`src/rtl/core/wbca_ram.sv`:
```
// Generic simple dual-port RAM with one write port and a registered read port.
// Depends on nothing.
module wbca_ram #(
  parameter int WIDTH = 8,
  parameter int DEPTH = 16
) (
  input  logic                     clk,
  input  logic                     we,
  input  logic [$clog2(DEPTH)-1:0] waddr,
  input  logic [WIDTH-1:0]         wdata,
  input  logic [$clog2(DEPTH)-1:0] raddr,
  output logic [WIDTH-1:0]         rdata
);

  logic [WIDTH-1:0] mem [DEPTH];

  always_ff @(posedge clk) begin
    if (we) begin
      mem[waddr] <= wdata;
    end
    rdata <= mem[raddr];
  end

endmodule

```
`config.mk`:
```
export PLATFORM = sky130hd
export DESIGN_NAME = wbca_ram
export DESIGN_NICKNAME = d
export VERILOG_FILES = /design/src/rtl/core/wbca_ram.sv
export SDC_FILE = /design/constraint.sdc
export NUM_CORES = 1
export LEC_CHECK = 0
export BUFFER_PORTS_ARGS = -buffer_cell sky130_fd_sc_hd__buf_4
export CAP_MARGIN = 20
export CELL_PAD_IN_SITES_DETAIL_PLACEMENT = 1
export CELL_PAD_IN_SITES_GLOBAL_PLACEMENT = 1
export CORE_MARGIN = 10
export CORE_UTILIZATION = 53
export DETAILED_ROUTE_END_ITERATION = 7
export PLACE_DENSITY = 0.9
export SYNTH_ARGS = -nofsm -noshare
export SYNTH_HDL_FRONTEND = slang
export SYNTH_SLANG_ARGS = --single-unit
```
`constraint.sdc`:
```
create_clock -name clk -period 2 [get_ports clk]
set_input_delay 0.2 -clock clk [delete_from_list [all_inputs] [get_ports clk]]
set_output_delay 0.2 -clock clk [all_outputs]
set_load 0.02 [all_outputs]
```
== Word level (Yosys, flattened, before mapping) ==
Memories as Yosys holds them, arrays and structs flattened. A register that Yosys moved wholly into a read port is not among the register bits.
Cells that the tools add are included.
Widths: inputs -> output; s select.
Storage, ports and cells
  memories: 1
  logic and storage cells: 3
  memory bits (writable): 128
  output and inout bits: 8
  bits of input ports: 18
  register bits: 0
Memories
  mem: words 16, bits a word 8, rd ports 1, clocked after memory_dff 1, write ports 1, RTL line 15  | logic [WIDTH-1:0] mem [DEPTH];
Cells by class
  muxes and demuxes: 2
Operator list (count)
  $mux 1: 2

== Logic depth before layout (Yosys ltp) ==
  depth after elaboration: 2
  depth in mapped cells: 5
  depth with buffers taken out: 3

== Least setup slack after synthesis ==
OpenSTA, ideal clock, no wires.
  path kind: input to register
  start point: input port waddr[2]
  end point: memory mem[0][0] (enable)
  data required time: 1.617 ns
  path slack: 0.307 ns
  data arrival time: 1.310 ns
  stages on the path: 2
  path through: or3b_2 -> nor3_1
RTL lines
  start, declared: RTL line 9  | input logic [$clog2(DEPTH)-1:0] waddr,
  end, declared: RTL line 15
Straight into the memory's write port.

==> results.toml <==
[outcome]
status = "finished clean"

[power_and_ir_drop]
p_total_mw = 6.54
pwr-share-clk_pct = 45.5
intPower_mw = 5.12
p_leak_nw = 2.11
switching_share_pct = 21.8
p_comb_share_pct = 5.4
ir_worst_vdd_mv = 0.621
p_per_area_nw_per_um2 = 1050
pwr-share-seq_pct = 49.1
p_sw_mw = 1.42

[logic_synthesis]
syn_area_per_cell_um2 = 22.5
synthSimpleGateAreaFrac_pct = 3.18
netlist_top_cells_area = "edfxtp_1 (75%), mux4_2 (7.9%), mux4_1 (7.1%), dfxtp_1 (3.1%), a22oi_1 (2.3%)"
yosysSeqAreaShare_pct = 77.8
yosysTopAreaCell = "edfxtp_1"
yosysWarningCount = 0
synth_compound_area_share_pct = 2.33
syn-num-nets = 247
synth_top_family_by_area = "multiplexers"
syn_area_um2 = 5150
synthAdderAreaFrac_pct = 0
synthMuxAreaShare_pct = 15.0
synthXorXnorAreaFrac_pct = 0
syn_inst = 229
ys_types = 19
yosys.area.top_type_share_pct = 74.7
synth-seq-cells = 136

[critical_path]
critPathKind = "reg2reg"
startpoint = "mem[1][1]$_DFFE_PP_"
worst_ep_required_time_ns = 2.39
slowest_stage = "mux4_1"
end_kind = "flip-flop"
path_cells = "mux4_1 -> a22oi_1 -> nand2_1"
startpoint_type = "flip-flop"
worstPathMaxFanout = 1
r2r_start = "mem[1][1]$_DFFE_PP_"
cp.arrival_ns = 1.86
r2r_end = "rdata[1]$_DFF_P_"
cp_top_family = "multiplexers"
worst-path-buf-inv = 0
reg2reg_depth = 3
reg2reg_setup_slack_ns = 0.53
worst_path_largest_cell_delay_ns = 0.54

[layout]
design_area_um2 = 6200
regArea_um2 = 4000
final_cell_mix = "edfxtp_1 (128), buf_4 (44), mux4_2 (18), a22oi_1 (16), clkbuf_16 (16)"
mostFrequentLayoutCell = "edfxtp_1"
area_growth_pct = 20.5
final_layout_size_suffix_gt1_share_pct = 30.7
fin_nets = 308
diodes = 0
n_fill_cell = 766
post-route-util_pct = 66.5
multi_input_area_um2 = 1060

[clock_tree]
cts_buffers = 17
cts_root_buf = "clkbuf_8"
cts.sinks = 136
clock_latency_ns = 0.52
cts_tree = "done"
clk_path_buf_depth = 2
cts_setup_buffers = 0
cts.htree.levels = 4
clk_pin_slew_ns = 0.06
hold_buffers = 8
ctsResizeCount = 0

[global_routing]
grt_max_degree = 33
grt_overflow_total = 0
grt_first_pass_wirelength_mm = 18.7
grt_usage_pct = 18.1
grt_pass1_vias = 2832
grt_antenna_before_repair = 0

[placed_design]
gp_congestion = 0.738
place_area_um2 = 5550
place.detailed.hpwl_mm = 7.21
numPortBuffers = 25

[die]
ios = 26
row_count = 35
die_w_um = 119
start_util_pct = 55.2
dieHeight_um = 119
dieArea_um2 = 14100
core_region_area_um2 = 9330

[sta]
hold_viol = 0
setup_violations = 0
drv_slew = 0
fin_crit_sh_pct = 73.3
worstMarginPinSlew_ns = 0.662
clock.fmax_mhz = 682
relSlewSlack_pct = 55.7
fin_tns_setup_ns = 0
worst_hold_slack_ns = 0.223
rsz0062_at_grt = "no"
finClkSkew_ns = 0.00729
fin_crit_ns = 1.47

[worst_hold_path]
holdCritStartpoint = "waddr[0]"
min_path_cells = 3
hold_class = "in2reg"
min_to = "mem[0][5]$_DFFE_PP_"

[detailed_routing]
routed_via_density = 5.89
drtIter0Drc = 200
avgRoutedWirePerCell_um = 27.9
wl_mm = 12.1
ant_nets = 0
dr.pass1.iters = 5
drc = 0
vias = 2545

[job]
drv_cap = 0
[cells by family (layout without fill, tap and decap cells)]
logic type      count (synthesis)  count (layout)
simple gates                   35              35
buf+inv                        10              84
compound gates                 16              16
flops                         136             136
mux                            32              32
[tightest hold or removal path, delay by kind of cell]
family,cells,cell delay (ns)
and+or+nand+nor,1,0.05
buffers and inverters,2,0.30
[power by group through the flow]
stage / logic [mW] / registers, mW / clock network, mW
2_1_floorplan: 0.162 / 3.28 / 0
3_3_place_gp: 0.316 / 3.26 / 0
3_5_place_dp: 0.334 / 3.27 / 0
4_1_cts: 0.356 / 3.21 / 3.03
5_1_grt: 0.379 / 3.22 / 3.17
6_report: 0.350 / 3.21 / 2.98
[area by class of cell]
class,count,share of cell area [%]
flip-flops and latches,136,64.6
multi-input cells,83,17.0
clock buffers,18,6.74
repair buffers,52,6.62
well taps,129,2.60
clock inverters,14,2.42
[registers in the layout, indices dropped and copies added (netlist names)]
register and cells:
mem 128, rdata 8
[synth_stat cells, drive strengths merged]
cell type,number
a22oi,16
and2,1
and2b,1
buf,7
clkdlybuf4s25,3
dfxtp,8
edfxtp,128
mux4,32
nand2,9
nand2b,2
nand3,1
nand3b,2
nor2,13
nor2b,1
nor3,4
or3b,1
[how the worst max path moves through the flow]
stage          slack, ns  cells after the start             endpoint
4_1_cts             0.53                      3     rdata[1]$_DFF_P_
3_3_place_gp        0.23                      5     rdata[2]$_DFF_P_
6_report            0.53                      3     rdata[1]$_DFF_P_
5_1_grt             0.49                      3     rdata[5]$_DFF_P_
2_1_floorplan       0.31                      2  mem[0][0]$_DFFE_PP_
3_5_place_dp        0.16                      5     rdata[3]$_DFF_P_
[per-layer routing]
layer | GRT usage (%) | vias up | wire, µm
met3 | 5.09 | 14 | 817
met5 | 0 | - | 0
met4 | 5.57 | 0 | 125
li1 | - | 1095 | -
met1 | 22.4 | 1330 | 4710
met2 | 30.3 | 106 | 6410
[metrics by stage]
| step | std cells | setup WS (ns) |
|---|---|---|
| 6_report | 432 | 0.533 |
| 3_5_place_dp | 392 | 0.160 |
| 3_3_place_gp | 392 | 0.232 |
| 4_1_cts | 432 | 0.527 |
| 2_1_floorplan | 229 | 0.307 |
| 5_1_grt | 432 | 0.485 |
Power figures use the tool's default switching activity.
